$ cat config.mk
export PLATFORM = sky130hd
export DESIGN_NAME = modbus_slave_register_map_unit_flat
export DESIGN_NICKNAME = d
export VERILOG_FILES = /design/src/hw/rtl/mbrm_pkg.sv /design/src/hw/rtl/mbrm_intf.sv /design/src/hw/rtl/mbrm_alu.sv /design/src/hw/rtl/mbrm_store.sv /design/src/hw/rtl/mbrm_seq.sv /design/src/hw/rtl/modbus_slave_register_map_unit.sv /design/src/flat_wrapper.sv
export SDC_FILE = /design/constraint.sdc
export NUM_CORES = 1
export LEC_CHECK = 0
export BUFFER_PORTS_ARGS = -buffer_cell sky130_fd_sc_hd__buf_2
export CELL_PAD_IN_SITES_DETAIL_PLACEMENT = 1
export CELL_PAD_IN_SITES_GLOBAL_PLACEMENT = 2
export CORE_MARGIN = 4
export CORE_UTILIZATION = 48
export DETAILED_ROUTE_END_ITERATION = 16
export MAX_ROUTING_LAYER = met4
export PLACE_DENSITY_LB_ADDON = 0.25
export SYNTH_ARGS = -nofsm -noshare
export SYNTH_HDL_FRONTEND = slang
export SYNTH_HIERARCHICAL = 1
export SYNTH_SLANG_ARGS = --single-unit
$ cat constraint.sdc
create_clock -name clk -period 17.6 [get_ports clk]
set_input_delay 0 -clock clk [delete_from_list [all_inputs] [get_ports clk]]
set_output_delay 0 -clock clk [all_outputs]
set_load 0.05 [all_outputs]
$ cat src/hw/rtl/mbrm_pkg.sv
// Shared types and constants for the Modbus slave register map.
// No dependencies; every other file of the block but the checker refers to this package by scoped names.
package mbrm_pkg;

	localparam int ALU_W       = 17;
	localparam int CFG_IDX_W   = 2;
	localparam int MAX_RESULTS = 64;
	localparam int RES_CNT_W   = $clog2(MAX_RESULTS);
	localparam int BYTE_BITS   = 8;
	localparam logic [7:0] BYTE_MASK = 8'hFF;

	// power-up coil pattern and fixed discrete pattern, cut to the table size
	localparam logic [31:0] COIL_RESET_PAT = 32'h0000_0200;
	localparam logic [31:0] DISC_PAT       = 32'h0000_0201;

	localparam logic [CFG_IDX_W-1:0] CFG_HOLDING_BASE  = 2'd0;
	localparam logic [CFG_IDX_W-1:0] CFG_INPUT_BASE    = 2'd1;
	localparam logic [CFG_IDX_W-1:0] CFG_COIL_BASE     = 2'd2;
	localparam logic [CFG_IDX_W-1:0] CFG_DISCRETE_BASE = 2'd3;

	typedef enum logic [2:0] {
		OP_RD_HOLD  = 3'd0,
		OP_WR_HOLD  = 3'd1,
		OP_RD_INPUT = 3'd2,
		OP_RD_COIL  = 3'd3,
		OP_WR_COIL  = 3'd4,
		OP_RD_DISC  = 3'd5
	} op_t;

	typedef enum logic [1:0] {
		TBL_HOLD,
		TBL_INPUT,
		TBL_COIL,
		TBL_DISC
	} tbl_t;

	typedef struct packed {
		logic [ALU_W-1:0] a;
		logic [ALU_W-1:0] b;
		logic             sub;
	} alu_req_t;

	typedef struct packed {
		logic [ALU_W-1:0] y;
		logic             borrow;
	} alu_rsp_t;

	typedef struct packed {
		logic        hold_we;
		logic        coil_we;
		logic        coil_bit;
		logic [15:0] addr;
		logic [15:0] wdata;
	} store_wr_t;

	typedef struct packed {
		tbl_t        tbl;
		logic [15:0] addr;
	} store_rd_t;

endpackage

$ cat src/hw/rtl/mbrm_intf.sv
// Valid/ready channel interfaces: request, response and configuration write.
// Depends on mbrm_pkg for the configuration index width.
interface mbrm_req_if;
	logic        valid;
	logic        ready;
	logic [2:0]  opcode;
	logic [15:0] start_addr;
	logic [15:0] item_count;
	logic [7:0]  element_index;
	logic [15:0] write_value;

	modport source (output valid, opcode, start_addr, item_count, element_index, write_value,
		input ready);
	modport sink (input valid, opcode, start_addr, item_count, element_index, write_value,
		output ready);
endinterface

interface mbrm_resp_if;
	logic       valid;
	logic       ready;
	logic [7:0] data_byte;
	logic       status;
	logic       last;

	modport source (output valid, data_byte, status, last, input ready);
	modport sink (input valid, data_byte, status, last, output ready);
endinterface

interface mbrm_cfg_if;
	logic                           valid;
	logic                           ready;
	logic [mbrm_pkg::CFG_IDX_W-1:0] index;
	logic [15:0]                    data;

	modport source (output valid, index, data, input ready);
	modport sink (input valid, index, data, output ready);
endinterface

$ cat src/hw/rtl/mbrm_alu.sv
// Shared 17-bit add/subtract unit used for range checks, offsets and remaining counts.
// Depends on mbrm_pkg (alu_req_t, alu_rsp_t).
module mbrm_alu (
	input  mbrm_pkg::alu_req_t op,
	output mbrm_pkg::alu_rsp_t res
);
	logic [mbrm_pkg::ALU_W:0] sum;

	always_comb begin
		if (op.sub) begin
			sum = {1'b0, op.a} - {1'b0, op.b};
		end else begin
			sum = {1'b0, op.a} + {1'b0, op.b};
		end
		res.y      = sum[mbrm_pkg::ALU_W-1:0];
		res.borrow = sum[mbrm_pkg::ALU_W];
	end
endmodule

$ cat src/hw/rtl/mbrm_store.sv
// Register and bit tables: holding registers, coil bits, and the fixed input/discrete tables.
// Depends on mbrm_pkg (store_wr_t, store_rd_t, reset patterns).
module mbrm_store #(
	parameter int HOLDING_COUNT  = 32,
	parameter int INPUT_COUNT    = 8,
	parameter int COIL_COUNT     = 16,
	parameter int DISCRETE_COUNT = 16
) (
	input  logic                  clk,
	input  logic                  arst_n,
	input  mbrm_pkg::store_wr_t   wr,
	input  mbrm_pkg::store_rd_t   rd,
	output logic [15:0]           rd_word,
	output logic [7:0]            rd_bits
);
	localparam int HIDX_W = (HOLDING_COUNT > 1) ? $clog2(HOLDING_COUNT) : 1;
	localparam int CIDX_W = $clog2(COIL_COUNT);
	localparam logic [16:0] HOLD_SIZE  = 17'(HOLDING_COUNT);
	localparam logic [16:0] INPUT_SIZE = 17'(INPUT_COUNT);
	localparam logic [16:0] COIL_SIZE  = 17'(COIL_COUNT);
	localparam logic [COIL_COUNT-1:0] COIL_RST = COIL_COUNT'(mbrm_pkg::COIL_RESET_PAT);
	localparam logic [DISCRETE_COUNT-1:0] DISC_BITS = DISCRETE_COUNT'(mbrm_pkg::DISC_PAT);

	logic [15:0]           hold_q [HOLDING_COUNT];
	logic [COIL_COUNT-1:0] coil_q;

	logic [COIL_COUNT+7:0]     coil_win;
	logic [DISCRETE_COUNT+7:0] disc_win;

	always_ff @(posedge clk or negedge arst_n) begin
		if (!arst_n) begin
			for (int i = 0; i < HOLDING_COUNT; i++) begin
				hold_q[i] <= '0;
			end
			coil_q <= COIL_RST;
		end else begin
			if (wr.hold_we && ({1'b0, wr.addr} < HOLD_SIZE)) begin
				hold_q[wr.addr[HIDX_W-1:0]] <= wr.wdata;
			end
			if (wr.coil_we && ({1'b0, wr.addr} < COIL_SIZE)) begin
				coil_q[wr.addr[CIDX_W-1:0]] <= wr.coil_bit;
			end
		end
	end

	// bits past the table end read as zero
	assign coil_win = {8'h00, coil_q} >> rd.addr;
	assign disc_win = {8'h00, DISC_BITS} >> rd.addr;

	always_comb begin
		case (rd.tbl)
			mbrm_pkg::TBL_HOLD: begin
				rd_word = ({1'b0, rd.addr} < HOLD_SIZE) ? hold_q[rd.addr[HIDX_W-1:0]] : 16'h0000;
				rd_bits = 8'h00;
			end
			mbrm_pkg::TBL_INPUT: begin
				// input register i holds i
				rd_word = ({1'b0, rd.addr} < INPUT_SIZE) ? rd.addr : 16'h0000;
				rd_bits = 8'h00;
			end
			mbrm_pkg::TBL_COIL: begin
				rd_word = 16'h0000;
				rd_bits = coil_win[7:0];
			end
			mbrm_pkg::TBL_DISC: begin
				rd_word = 16'h0000;
				rd_bits = disc_win[7:0];
			end
			default: begin
				rd_word = 16'h0000;
				rd_bits = 8'h00;
			end
		endcase
	end
endmodule

$ cat src/hw/rtl/mbrm_seq.sv
// Request sequencer: range checks, write steps and response byte generation.
// Depends on mbrm_pkg and the channel interfaces; drives the shared ALU and the table store.
module mbrm_seq #(
	parameter int HOLDING_COUNT  = 32,
	parameter int INPUT_COUNT    = 8,
	parameter int COIL_COUNT     = 16,
	parameter int DISCRETE_COUNT = 16
) (
	input  logic                clk,
	input  logic                arst_n,
	mbrm_req_if.sink            req,
	mbrm_resp_if.source         resp,
	mbrm_cfg_if.sink            cfg,
	output mbrm_pkg::alu_req_t  alu_op,
	input  mbrm_pkg::alu_rsp_t  alu_res,
	output mbrm_pkg::store_wr_t wr,
	output mbrm_pkg::store_rd_t rd,
	input  logic [15:0]         rd_word,
	input  logic [7:0]          rd_bits
);
	localparam logic [16:0] HOLD_SIZE  = 17'(HOLDING_COUNT);
	localparam logic [16:0] INPUT_SIZE = 17'(INPUT_COUNT);
	localparam logic [16:0] COIL_SIZE  = 17'(COIL_COUNT);
	localparam logic [16:0] DISC_SIZE  = 17'(DISCRETE_COUNT);
	localparam logic [mbrm_pkg::RES_CNT_W-1:0] N_MAX = '1;

	typedef enum logic [3:0] {
		S_IDLE,
		S_BASE,
		S_END,
		S_LIM,
		S_ELEM,
		S_WIDX,
		S_CREM,
		S_CBIT,
		S_EMIT,
		S_ACK,
		S_ERR
	} state_t;

	state_t        state_q;
	mbrm_pkg::op_t op_q;
	logic [15:0]   start_q;
	logic [15:0]   count_q;
	logic [7:0]    elem_q;
	logic [15:0]   wval_q;
	logic [15:0]   off_q;
	logic [16:0]   tmp_q;   // end address, then remaining count
	logic [15:0]   pos_q;   // table offset of the next word / bit
	logic [2:0]    bit_q;
	logic          lo_q;
	logic [mbrm_pkg::RES_CNT_W-1:0] n_q;

	logic        resp_vld_q;
	logic [7:0]  data_q;
	logic        status_q;
	logic        last_q;

	logic [15:0] holding_base_q;
	logic [15:0] input_base_q;
	logic [15:0] coil_base_q;
	logic [15:0] discrete_base_q;

	mbrm_pkg::tbl_t tbl;
	logic [15:0] base_sel;
	logic [16:0] size_sel;
	logic        is_word;
	logic        is_write;
	logic [16:0] elem_ext;
	logic [16:0] elem8;
	logic [16:0] elem_step;
	logic [3:0]  take;
	logic [7:0]  take_mask;
	logic        slot_free;
	logic        resp_load;
	logic [7:0]  emit_byte;
	logic        emit_last;
	logic        rem_done;

	always_comb begin
		case (op_q)
			mbrm_pkg::OP_RD_HOLD, mbrm_pkg::OP_WR_HOLD: begin
				tbl = mbrm_pkg::TBL_HOLD;
				base_sel = holding_base_q;
				size_sel = HOLD_SIZE;
			end
			mbrm_pkg::OP_RD_INPUT: begin
				tbl = mbrm_pkg::TBL_INPUT;
				base_sel = input_base_q;
				size_sel = INPUT_SIZE;
			end
			mbrm_pkg::OP_RD_COIL, mbrm_pkg::OP_WR_COIL: begin
				tbl = mbrm_pkg::TBL_COIL;
				base_sel = coil_base_q;
				size_sel = COIL_SIZE;
			end
			mbrm_pkg::OP_RD_DISC: begin
				tbl = mbrm_pkg::TBL_DISC;
				base_sel = discrete_base_q;
				size_sel = DISC_SIZE;
			end
			default: begin
				tbl = mbrm_pkg::TBL_HOLD;
				base_sel = 16'h0000;
				size_sel = 17'h00000;
			end
		endcase
	end

	assign is_word   = (tbl == mbrm_pkg::TBL_HOLD) || (tbl == mbrm_pkg::TBL_INPUT);
	assign is_write  = (op_q == mbrm_pkg::OP_WR_HOLD) || (op_q == mbrm_pkg::OP_WR_COIL);
	assign elem_ext  = {9'b0, elem_q};
	assign elem8     = {6'b0, elem_q, 3'b000};
	assign elem_step = (op_q == mbrm_pkg::OP_WR_HOLD) ? elem_ext : elem8;
	assign take      = (tmp_q >= 17'd8) ? 4'd8 : tmp_q[3:0];
	assign take_mask = ~(mbrm_pkg::BYTE_MASK << take);
	assign slot_free = !resp_vld_q || resp.ready;
	assign resp_load = slot_free
		&& ((state_q == S_EMIT) || (state_q == S_ACK) || (state_q == S_ERR));

	// shared ALU operand selection, at most one operation per state
	always_comb begin
		alu_op.a   = '0;
		alu_op.b   = '0;
		alu_op.sub = 1'b0;
		case (state_q)
			S_BASE: begin
				alu_op.a   = {1'b0, start_q};
				alu_op.b   = {1'b0, base_sel};
				alu_op.sub = 1'b1;
			end
			S_END: begin
				alu_op.a = {1'b0, off_q};
				alu_op.b = {1'b0, count_q};
			end
			S_LIM: begin
				alu_op.a   = size_sel;
				alu_op.b   = tmp_q;
				alu_op.sub = 1'b1;
			end
			S_ELEM: begin
				alu_op.a   = elem_step;
				alu_op.b   = {1'b0, count_q};
				alu_op.sub = 1'b1;
			end
			S_WIDX: begin
				alu_op.a = {1'b0, off_q};
				alu_op.b = elem_step;
			end
			S_CREM: begin
				alu_op.a   = {1'b0, count_q};
				alu_op.b   = elem8;
				alu_op.sub = 1'b1;
			end
			S_EMIT: begin
				alu_op.a   = tmp_q;
				alu_op.b   = is_word ? 17'd1 : {13'b0, take};
				alu_op.sub = 1'b1;
			end
			default: begin
				alu_op.a   = '0;
				alu_op.b   = '0;
				alu_op.sub = 1'b0;
			end
		endcase
	end

	always_comb begin
		wr.hold_we  = (state_q == S_WIDX) && (op_q == mbrm_pkg::OP_WR_HOLD)
			&& (alu_res.y < HOLD_SIZE);
		wr.coil_we  = (state_q == S_CBIT) && (tmp_q > {14'b0, bit_q});
		wr.coil_bit = wval_q[bit_q];
		wr.addr     = (state_q == S_CBIT) ? pos_q : alu_res.y[15:0];
		wr.wdata    = wval_q;
		rd.tbl      = tbl;
		rd.addr     = pos_q;
	end

	assign rem_done = (alu_res.y == 17'h00000) || (n_q == N_MAX);

	always_comb begin
		if (is_word) begin
			emit_byte = lo_q ? rd_word[7:0] : rd_word[15:8];
			emit_last = lo_q && rem_done;
		end else begin
			emit_byte = rd_bits & take_mask;
			emit_last = rem_done;
		end
	end

	always_ff @(posedge clk or negedge arst_n) begin
		if (!arst_n) begin
			holding_base_q  <= '0;
			input_base_q    <= '0;
			coil_base_q     <= '0;
			discrete_base_q <= '0;
		end else if (cfg.valid) begin
			case (cfg.index)
				mbrm_pkg::CFG_HOLDING_BASE:  holding_base_q  <= cfg.data;
				mbrm_pkg::CFG_INPUT_BASE:    input_base_q    <= cfg.data;
				mbrm_pkg::CFG_COIL_BASE:     coil_base_q     <= cfg.data;
				mbrm_pkg::CFG_DISCRETE_BASE: discrete_base_q <= cfg.data;
				default: ;
			endcase
		end
	end

	always_ff @(posedge clk or negedge arst_n) begin
		if (!arst_n) begin
			state_q    <= S_IDLE;
			op_q       <= mbrm_pkg::OP_RD_HOLD;
			start_q    <= '0;
			count_q    <= '0;
			elem_q     <= '0;
			wval_q     <= '0;
			off_q      <= '0;
			tmp_q      <= '0;
			pos_q      <= '0;
			bit_q      <= '0;
			lo_q       <= 1'b0;
			n_q        <= '0;
			resp_vld_q <= 1'b0;
			data_q     <= '0;
			status_q   <= 1'b0;
			last_q     <= 1'b0;
		end else begin
			if (resp_load) begin
				resp_vld_q <= 1'b1;
			end else if (resp.ready) begin
				resp_vld_q <= 1'b0;
			end
			case (state_q)
				S_IDLE: begin
					if (req.valid) begin
						op_q    <= mbrm_pkg::op_t'(req.opcode);
						start_q <= req.start_addr;
						count_q <= req.item_count;
						elem_q  <= req.element_index;
						wval_q  <= req.write_value;
						case (mbrm_pkg::op_t'(req.opcode))
							mbrm_pkg::OP_RD_HOLD, mbrm_pkg::OP_WR_HOLD, mbrm_pkg::OP_RD_INPUT,
							mbrm_pkg::OP_RD_COIL, mbrm_pkg::OP_WR_COIL,
							mbrm_pkg::OP_RD_DISC: state_q <= S_BASE;
							default: state_q <= S_ERR;
						endcase
					end
				end
				S_BASE: begin
					if (alu_res.borrow) begin
						state_q <= S_ERR;
					end else begin
						off_q   <= alu_res.y[15:0];
						state_q <= S_END;
					end
				end
				S_END: begin
					tmp_q   <= alu_res.y;
					state_q <= S_LIM;
				end
				S_LIM: begin
					if (alu_res.borrow) begin
						state_q <= S_ERR;
					end else if (is_write) begin
						state_q <= S_ELEM;
					end else if (count_q == 16'h0000) begin
						state_q <= S_ACK;
					end else begin
						tmp_q   <= {1'b0, count_q};
						pos_q   <= off_q;
						lo_q    <= 1'b0;
						n_q     <= '0;
						state_q <= S_EMIT;
					end
				end
				S_ELEM: begin
					// element must lie inside the request
					state_q <= alu_res.borrow ? S_WIDX : S_ERR;
				end
				S_WIDX: begin
					if (op_q == mbrm_pkg::OP_WR_HOLD) begin
						state_q <= (alu_res.y < HOLD_SIZE) ? S_ACK : S_ERR;
					end else begin
						pos_q   <= alu_res.y[15:0];
						state_q <= S_CREM;
					end
				end
				S_CREM: begin
					tmp_q   <= alu_res.y;
					bit_q   <= '0;
					state_q <= S_CBIT;
				end
				S_CBIT: begin
					pos_q <= pos_q + 16'd1;
					bit_q <= bit_q + 3'd1;
					if (bit_q == 3'd7) begin
						state_q <= S_ACK;
					end
				end
				S_EMIT: begin
					if (slot_free) begin
						data_q     <= emit_byte;
						status_q   <= 1'b0;
						last_q     <= emit_last;
						n_q        <= n_q + mbrm_pkg::RES_CNT_W'(1);
						if (is_word) begin
							if (!lo_q) begin
								lo_q <= 1'b1;
							end else begin
								lo_q  <= 1'b0;
								tmp_q <= alu_res.y;
								pos_q <= pos_q + 16'd1;
							end
						end else begin
							tmp_q <= alu_res.y;
							pos_q <= pos_q + 16'(mbrm_pkg::BYTE_BITS);
						end
						if (emit_last) begin
							state_q <= S_IDLE;
						end
					end
				end
				S_ACK: begin
					if (slot_free) begin
						data_q     <= 8'h00;
						status_q   <= 1'b0;
						last_q     <= 1'b1;
						state_q    <= S_IDLE;
					end
				end
				S_ERR: begin
					if (slot_free) begin
						data_q     <= 8'h00;
						status_q   <= 1'b1;
						last_q     <= 1'b1;
						state_q    <= S_IDLE;
					end
				end
				default: state_q <= S_IDLE;
			endcase
		end
	end

	assign req.ready      = (state_q == S_IDLE);
	assign cfg.ready      = 1'b1;
	assign resp.valid     = resp_vld_q;
	assign resp.data_byte = data_q;
	assign resp.status    = status_q;
	assign resp.last      = last_q;
endmodule

$ cat src/hw/rtl/modbus_slave_register_map_unit.sv
// Top level of the Modbus slave register map: sequencer, shared ALU and table store.
// Depends on mbrm_pkg, the channel interfaces, mbrm_alu, mbrm_store and mbrm_seq.
//
// Usage:
//   req  - requests: opcode, start address, item count, element index, write value.
//   resp - response bytes; last marks the final byte of a request. Errors and writes
//          give one byte of zero, status 1 on a range error or unused opcode.
//   cfg  - base address writes, index 0..3, always ready; write only while idle.
// Operation: a request is accepted only in the idle state. The range check uses the
//   shared adder in three steps (start - base, offset + count, size - end). Reads then
//   stream one byte per cycle while the receiver is ready (2 per register, 1 per 8
//   bits, at most 64). A write adds an element check and an index step; a coil write
//   then writes one coil bit per cycle over eight steps. Both end with the status byte.
// A response register separates the sides: a new request is taken while the last
//   byte of the previous one still waits. A stalled receiver holds the byte and
//   pauses the sequencer. Reset clears bases to 0, holding registers to 0, coils to
//   bit 9 only; input and discrete tables are fixed.
module modbus_slave_register_map_unit #(
	parameter int HOLDING_COUNT  = 32,
	parameter int INPUT_COUNT    = 8,
	parameter int COIL_COUNT     = 16,
	parameter int DISCRETE_COUNT = 16
) (
	input logic          clk,
	input logic          arst_n,
	mbrm_req_if.sink     req,
	mbrm_resp_if.source  resp,
	mbrm_cfg_if.sink     cfg
);
	mbrm_pkg::alu_req_t  alu_op;
	mbrm_pkg::alu_rsp_t  alu_res;
	mbrm_pkg::store_wr_t wr;
	mbrm_pkg::store_rd_t rd;
	logic [15:0]         rd_word;
	logic [7:0]          rd_bits;

	mbrm_alu u_alu (
		.op  (alu_op),
		.res (alu_res)
	);

	mbrm_store #(
		.HOLDING_COUNT  (HOLDING_COUNT),
		.INPUT_COUNT    (INPUT_COUNT),
		.COIL_COUNT     (COIL_COUNT),
		.DISCRETE_COUNT (DISCRETE_COUNT)
	) u_store (
		.clk     (clk),
		.arst_n  (arst_n),
		.wr      (wr),
		.rd      (rd),
		.rd_word (rd_word),
		.rd_bits (rd_bits)
	);

	mbrm_seq #(
		.HOLDING_COUNT  (HOLDING_COUNT),
		.INPUT_COUNT    (INPUT_COUNT),
		.COIL_COUNT     (COIL_COUNT),
		.DISCRETE_COUNT (DISCRETE_COUNT)
	) u_seq (
		.clk     (clk),
		.arst_n  (arst_n),
		.req     (req),
		.resp    (resp),
		.cfg     (cfg),
		.alu_op  (alu_op),
		.alu_res (alu_res),
		.wr      (wr),
		.rd      (rd),
		.rd_word (rd_word),
		.rd_bits (rd_bits)
	);
endmodule

$ cat src/flat_wrapper.sv
// flat-port wrapper written by rule: the top's interface ports become plain ports
module modbus_slave_register_map_unit_flat 
#(
	parameter int HOLDING_COUNT  = 32,
	parameter int INPUT_COUNT    = 8,
	parameter int COIL_COUNT     = 16,
	parameter int DISCRETE_COUNT = 16
)
  (clk, arst_n, req_valid, req_opcode, req_start_addr, req_item_count, req_element_index, req_write_value, req_ready, resp_valid, resp_data_byte, resp_status, resp_last, resp_ready, cfg_valid, cfg_index, cfg_data, cfg_ready);
  mbrm_req_if req_i ();
  mbrm_resp_if resp_i ();
  mbrm_cfg_if cfg_i ();
  input logic clk;
  input logic arst_n;
  input wire logic [$bits(req_i.valid)-1:0] req_valid;
  input wire logic [$bits(req_i.opcode)-1:0] req_opcode;
  input wire logic [$bits(req_i.start_addr)-1:0] req_start_addr;
  input wire logic [$bits(req_i.item_count)-1:0] req_item_count;
  input wire logic [$bits(req_i.element_index)-1:0] req_element_index;
  input wire logic [$bits(req_i.write_value)-1:0] req_write_value;
  output wire logic [$bits(req_i.ready)-1:0] req_ready;
  output wire logic [$bits(resp_i.valid)-1:0] resp_valid;
  output wire logic [$bits(resp_i.data_byte)-1:0] resp_data_byte;
  output wire logic [$bits(resp_i.status)-1:0] resp_status;
  output wire logic [$bits(resp_i.last)-1:0] resp_last;
  input wire logic [$bits(resp_i.ready)-1:0] resp_ready;
  input wire logic [$bits(cfg_i.valid)-1:0] cfg_valid;
  input wire logic [$bits(cfg_i.index)-1:0] cfg_index;
  input wire logic [$bits(cfg_i.data)-1:0] cfg_data;
  output wire logic [$bits(cfg_i.ready)-1:0] cfg_ready;
  assign req_i.valid = req_valid;
  assign req_i.opcode = req_opcode;
  assign req_i.start_addr = req_start_addr;
  assign req_i.item_count = req_item_count;
  assign req_i.element_index = req_element_index;
  assign req_i.write_value = req_write_value;
  assign req_ready = req_i.ready;
  assign resp_valid = resp_i.valid;
  assign resp_data_byte = resp_i.data_byte;
  assign resp_status = resp_i.status;
  assign resp_last = resp_i.last;
  assign resp_i.ready = resp_ready;
  assign cfg_i.valid = cfg_valid;
  assign cfg_i.index = cfg_index;
  assign cfg_i.data = cfg_data;
  assign cfg_ready = cfg_i.ready;
  modbus_slave_register_map_unit #(.HOLDING_COUNT(HOLDING_COUNT), .INPUT_COUNT(INPUT_COUNT), .COIL_COUNT(COIL_COUNT), .DISCRETE_COUNT(DISCRETE_COUNT)) u_core (.clk(clk), .arst_n(arst_n), .req(req_i), .resp(resp_i), .cfg(cfg_i));
endmodule
# Yosys cells after proc, flatten, opt, wreduce, memory -nomap -nowiden
# Index checks and enable logic that the tools add are counted.
[totals]
reg_bits = 725
latchBits = 0
ram_bits = 0
mem_bits_ro = 0
out_inout_bits = 13
word_cells = 254
memories = 0
[op_classes]
addsub = 6
mul = 0
div_mod_pow = 0
n_lt_le_gt_ge = 13
eq_ne = 41
n_shift = 3
n_mux = 80
bitwise_logic = 5
reduce_logical = 53
[op_table]
columns = ["operator", "count"]
rows = [
  ["512-bit bitwise mux", 1],
  ["34-bit case mux with 7 select lines", 1],
  ["16-bit 2-to-1 mux", 13],
  ["16-bit case mux with 4 select lines", 2],
  ["17-bit 2-to-1 mux", 6],
  ["16-bit binary-select mux with 5-bit select", 1],
  ["16-bit demux with 5-bit select", 1],
  ["4-bit 2-to-1 mux", 13],
  ["17-bit case mux with 3 select lines", 1],
  ["16-bit case mux with 3 select lines", 1],
  ["4-bit case mux with 10 select lines", 1],
  ["16-bit by 6-bit < comparator with 1-bit output (second input constant)", 2],
  ["8-bit 2-to-1 mux", 4],
  ["6-bit 2-to-1 mux", 4],
  ["8-bit case mux with 3 select lines", 1],
  ["17-bit by 17-bit adder with 18-bit output", 1],
  ["18-bit 2-to-1 mux", 1],
  ["2-bit inequality test (second input constant)", 9],
  ["6-bit case mux with 3 select lines", 1],
  ["17-bit by 17-bit subtractor with 18-bit output", 1],
  ["17-bit by 4-bit greater-or-equal comparator with 1-bit output (second input constant)", 1],
  ["17-bit by 3-bit > comparator with 1-bit output", 1],
  ["17-bit logical NOT", 1],
  ["17-bit by 6-bit < comparator with 1-bit output (second input constant)", 1],
  ["other kinds (60)", 132],
]

# Depth between registers and ports, before layout
[depth]
ltp_word = 16
ltp_mapped = 34
mapped_depth_nobuf = 30

# By module
# Netlist, hierarchy kept.
[by_module_without_submodules]
columns = ["module", "instances", "cells_per_inst", "area_each_um2", "seq_area_each_um2"]
rows = [
  ["mbrm_store", 1, 1670, 25021.5, 13213.9],
  ["mbrm_seq", 1, 1068, 10969.3, 4929.7],
  ["mbrm_alu", 1, 178, 1256.2, 0.0],
]

# Least setup slack after synthesis
# No wires, ideal clock.
[synth_path]
path_kind = "flip-flop to flip-flop"
from = "reg u_core.u_seq.op_q[0]"
to = "reg u_core/u_store/hold_q[309] in the netlist's numbering"
setup_ns = 0.125
arrival_time_ns = 6.218
slack_ns = 11.257
path_stages_with_launch = 28
path_buffers = 4
synth_period_minus_slack_ns = 6.343
cell_sequence = "dfrtp_1 buf_2 buf_2 buf_2 mux2i_1 o22ai_1 nand2_1 o2111ai_1 nor3_2 nand2_1 or2_2 nor2_1 nor2_1 xnor2_1 ha_1 or4_1 o32a_1 a31oi_1 xnor2_1 nor4_1 nand3_1 nor3_1 inv_1 nor4_4 nand2_2 nor2_2 buf_4 mux2_2"
[synth_rtl]
columns = ["element", "line", "rtl"]
rows = [
  ["start, declared", "mbrm_seq.sv:42", "mbrm_pkg::op_t op_q;"],
  ["start signal, assigned", "mbrm_seq.sv:211", "op_q <= mbrm_pkg::OP_RD_HOLD;"],
  ["start signal, assigned", "mbrm_seq.sv:235", "op_q <= mbrm_pkg::op_t'(req.opcode);"],
  ["end signal, assigned by index", "mbrm_store.sv:38", "hold_q[wr.addr[HIDX_W-1:0]] <= wr.wdata;"],
  ["end, declared", "mbrm_store.sv:24", "logic [15:0] hold_q [HOLDING_COUNT];"],
]

==> results.sh <==
export IMPL_cts_sinks=725
export IMPL_yosysWarnings=6
export IMPL_path_buf_inv=4
export IMPL_cp_top_family="simple AND/OR/NAND/NOR gates"
export IMPL_r2r_end="u_core/u_store/hold_q[402]"
export IMPL_start_kind="register"
export IMPL_gp_congestion=0.931
export IMPL_syn_nets=3025
export IMPL_finalHoldViolations=0
export IMPL_synth_common_cells="dfrtp_1, mux2_2, nand2_1"
export IMPL_drv_cap=0
export IMPL_worst_pin_slew_ns=1.39
export IMPL_synth_seq_cells=725
export IMPL_drtAntennaViolNets=0
export IMPL_synthCells=2916
export IMPL_drt_pass1_iterations=6
export IMPL_synth_edf_count=0
export IMPL_grt_usage=0.290
export IMPL_relSlewSlack=0.0707
export IMPL_yosysTopAreaCellShare=0.486
export IMPL_gr_max_usage_layer="met2"
export IMPL_area_growth_syn_to_layout_pct=12.9
export IMPL_drcViolationCount=0
export IMPL_cts_tree="yes"
export IMPL_switching_share=0.460
export IMPL_htreeDepth=3
export IMPL_use_met2=0.503
export IMPL_critical_path_class="register to register"
export IMPL_die_height_um=287
export IMPL_status="finished, final reports clean"
export IMPL_cts_root_buffer="clkbuf_16"
export IMPL_drive_gt1_frac=0.379
export IMPL_vias_per_cell=6.15
export IMPL_vias=25200
export IMPL_clockBufferDepth=3
export IMPL_clock_skew_final_ns=0.0311
export IMPL_finalSetupViolCount=0
export IMPL_routed_wl_mm=115
export IMPL_syn_avg_cell_area_um2=12.8
export IMPL_cp_data_required_time_ns=18.12
export IMPL_rows=101
export IMPL_synth_area_leaders="dfrtp_1, mux2_2, mux4_2"
export IMPL_grt_use_met1=0.357
export IMPL_p_leak_nw=19.3
export IMPL_wl_per_cell_um=28.0
export IMPL_crit_fanout=33
export IMPL_largest_reg_flops=512
export IMPL_worst_ep_arrival_time_ns=9.61
export IMPL_yosysSeqAreaShare=0.487
export IMPL_cp_slowest_cell="nor2_2"
export IMPL_endpoint_kind="register"
export IMPL_numPortBuffers=93
export IMPL_reg_top3="u_core/u_store/hold_q (512), u_core/u_seq/tmp_q (17)"
export IMPL_start_util=0.487
export IMPL_grt_max_degree=200
export IMPL_hpwlAfterDp_mm=76.8
export IMPL_nNetsFinal=3111
export IMPL_cp_common_cell="nand2_1"
export IMPL_post_route_min_period_ns=9.09
export IMPL_fin_total_pwr_mw=8.00
export IMPL_clk_pin_slew_ns=0.06
export IMPL_yosysUniqueCellTypes=96
export IMPL_drv_slew=0
export IMPL_fmax_mhz=110
export IMPL_regMostFlops="u_core/u_store/hold_q"
export IMPL_drt_iter0_drc=1824
export IMPL_ff2ff_path_depth=29
export IMPL_critical_path_max_stage_delay_ns=0.99
export IMPL_clock_latency_ns=0.65
export IMPL_grt_pass1_wl_mm=178
export IMPL_first_global_vias=28000
export IMPL_yosysMostFrequentCell="dfrtp_1"
export IMPL_use_met3=0.0315
export IMPL_hold_class="primary input to async pin"
export IMPL_coreArea_um2=76500
export IMPL_nFillCells=7507
export IMPL_antenna_found_initial=0
export IMPL_die_w_um=287
export IMPL_yosysTopAreaCell="dfrtp_1"
export IMPL_overflow=0
export IMPL_r2r_slack_ns=8.51
export IMPL_r2r_start="u_core/u_seq/op_q[1]"
export IMPL_comb_power_share=0.492
export IMPL_p_int_mw=4.32
export IMPL_rsz0062_at_grt="false"
export IMPL_ios=95
export IMPL_cts_resized=0
export IMPL_clockPowerShare=0.228
export IMPL_p_switching_mw=3.68
export IMPL_async_flop_share=1.00
export IMPL_synthFlopType="dfrtp_1"
export IMPL_seqPwrFrac=0.281
export IMPL_hold_slack_ns=0.0653
export IMPL_finalSetupTns_ns=0
export IMPL_finalCritPeriodShare=0.517
export IMPL_powerDensity_nw_per_um2=190
export IMPL_synth_area_um2=37200
export IMPL_numCtsBuffers=82
export IMPL_ir_drop_mv=0.211
export IMPL_die_area_um2=82100
==> logic make-up after synthesis <==
family                     share of synthesized area
adders and majority gates                    0.00927
other                                       0.000101
buffers and inverters                         0.0338
xor gates and xnor gates                     0.00752
DFF                                            0.487
muxes                                          0.311
and+or+nand+nor                               0.0770
AOI/OAI and AO/OA                             0.0739
==> area by class of cell <==
class / instances / area, µm² / area share
antenna: 1 / 2.50 / 0.0000595
clock buffer: 121 / 2380 / 0.0566
clock inverter: 30 / 517 / 0.0123
inverter: 35 / 133 / 0.00315
multi-input combinational: 1928 / 17900 / 0.425
sequential: 725 / 18200 / 0.432
tap: 1030 / 1290 / 0.0306
timing repair buffer: 230 / 1720 / 0.0408
==> through the flow <==
step	cells	setup slack [ns]	util	area (µm²)
after floorplan	2916	11.26	-	37200
after global placement	3868	8.86	0.502	38400
after detailed placement	3868	8.61	0.502	38400
after CTS	4099	8.60	0.550	42100
after global routing	4099	7.96	0.550	42100
final	4100	8.51	0.550	42100
==> power groups by stage <==
stage          clock, mW  combinational (mW)  sequential [mW]
5_1_grt             1.94                4.20             2.27
2_1_floorplan          0                2.58             2.00
3_5_place_dp           0                3.85             2.26
3_3_place_gp           0                3.79             2.25
6_report            1.82                3.93             2.24
4_1_cts             1.86                3.89             2.24
==> what timing repair did <==
| item | CTS | global route |
|---|---|---|
| endpoints found under the hold margin | 255 | 0 |
| setup buffers | 0 | 0 |
| hold buffers | 80 | 0 |
==> placed cells by master, fill, tap and decap left out, types with 18 or more instances in the layout <==
| cell type | Yosys | layout |
|---|---|---|
| mux4_2 | 132 | 132 |
| o21ai_0 | 81 | 81 |
| and2_1 | 18 | 18 |
| buf_4 | 32 | 56 |
| inv_1 | 33 | 33 |
| nor2_2 | 20 | 20 |
| nand3_1 | 31 | 31 |
| a21oi_1 | 75 | 75 |
| dfrtp_1 | 724 | 720 |
| nor2_1 | 123 | 123 |
| a211oi_1 | 20 | 20 |
| xnor2_1 | 26 | 26 |
| a222oi_1 | 33 | 33 |
| o22ai_1 | 21 | 21 |
| clkbuf_1 | 130 | 23 |
| nand2_1 | 215 | 214 |
| clkbuf_16 | 0 | 84 |
| nor3_1 | 27 | 27 |
| dlygate4sd3_1 | 0 | 80 |
| buf_2 | 34 | 92 |
| mux2_4 | 20 | 20 |
| mux2_2 | 657 | 657 |
| mux2i_1 | 90 | 90 |
| ha_1 | 26 | 26 |
==> how the worst max path moves through the flow <==
stage	start	end	slack, ns	cells past startpoint
global route	u_core/u_seq/op_q[1]	u_core/u_store/hold_q[413]	7.96	29
CTS	u_core/u_seq/op_q[1]	u_core/u_store/hold_q[266]	8.60	29
finish	u_core/u_seq/op_q[1]	u_core/u_store/hold_q[402]	8.51	29
detailed placement	u_core/u_seq/op_q[1]	u_core/u_store/hold_q[258]	8.61	29
global placement	u_core/u_seq/op_q[1]	u_core/u_store/hold_q[264]	8.86	29
floorplan	u_core/u_seq/op_q[0]	u_core/u_store/hold_q[309]	11.26	27
==> routing by layer <==
layer  wire (µm)  vias up
li1            -    11000
met1       47500    13500
met4        3930        0
met2       59500      532
met3        3930      199
met5           0        -
Note: power is estimated with default switching activity, not from simulation.
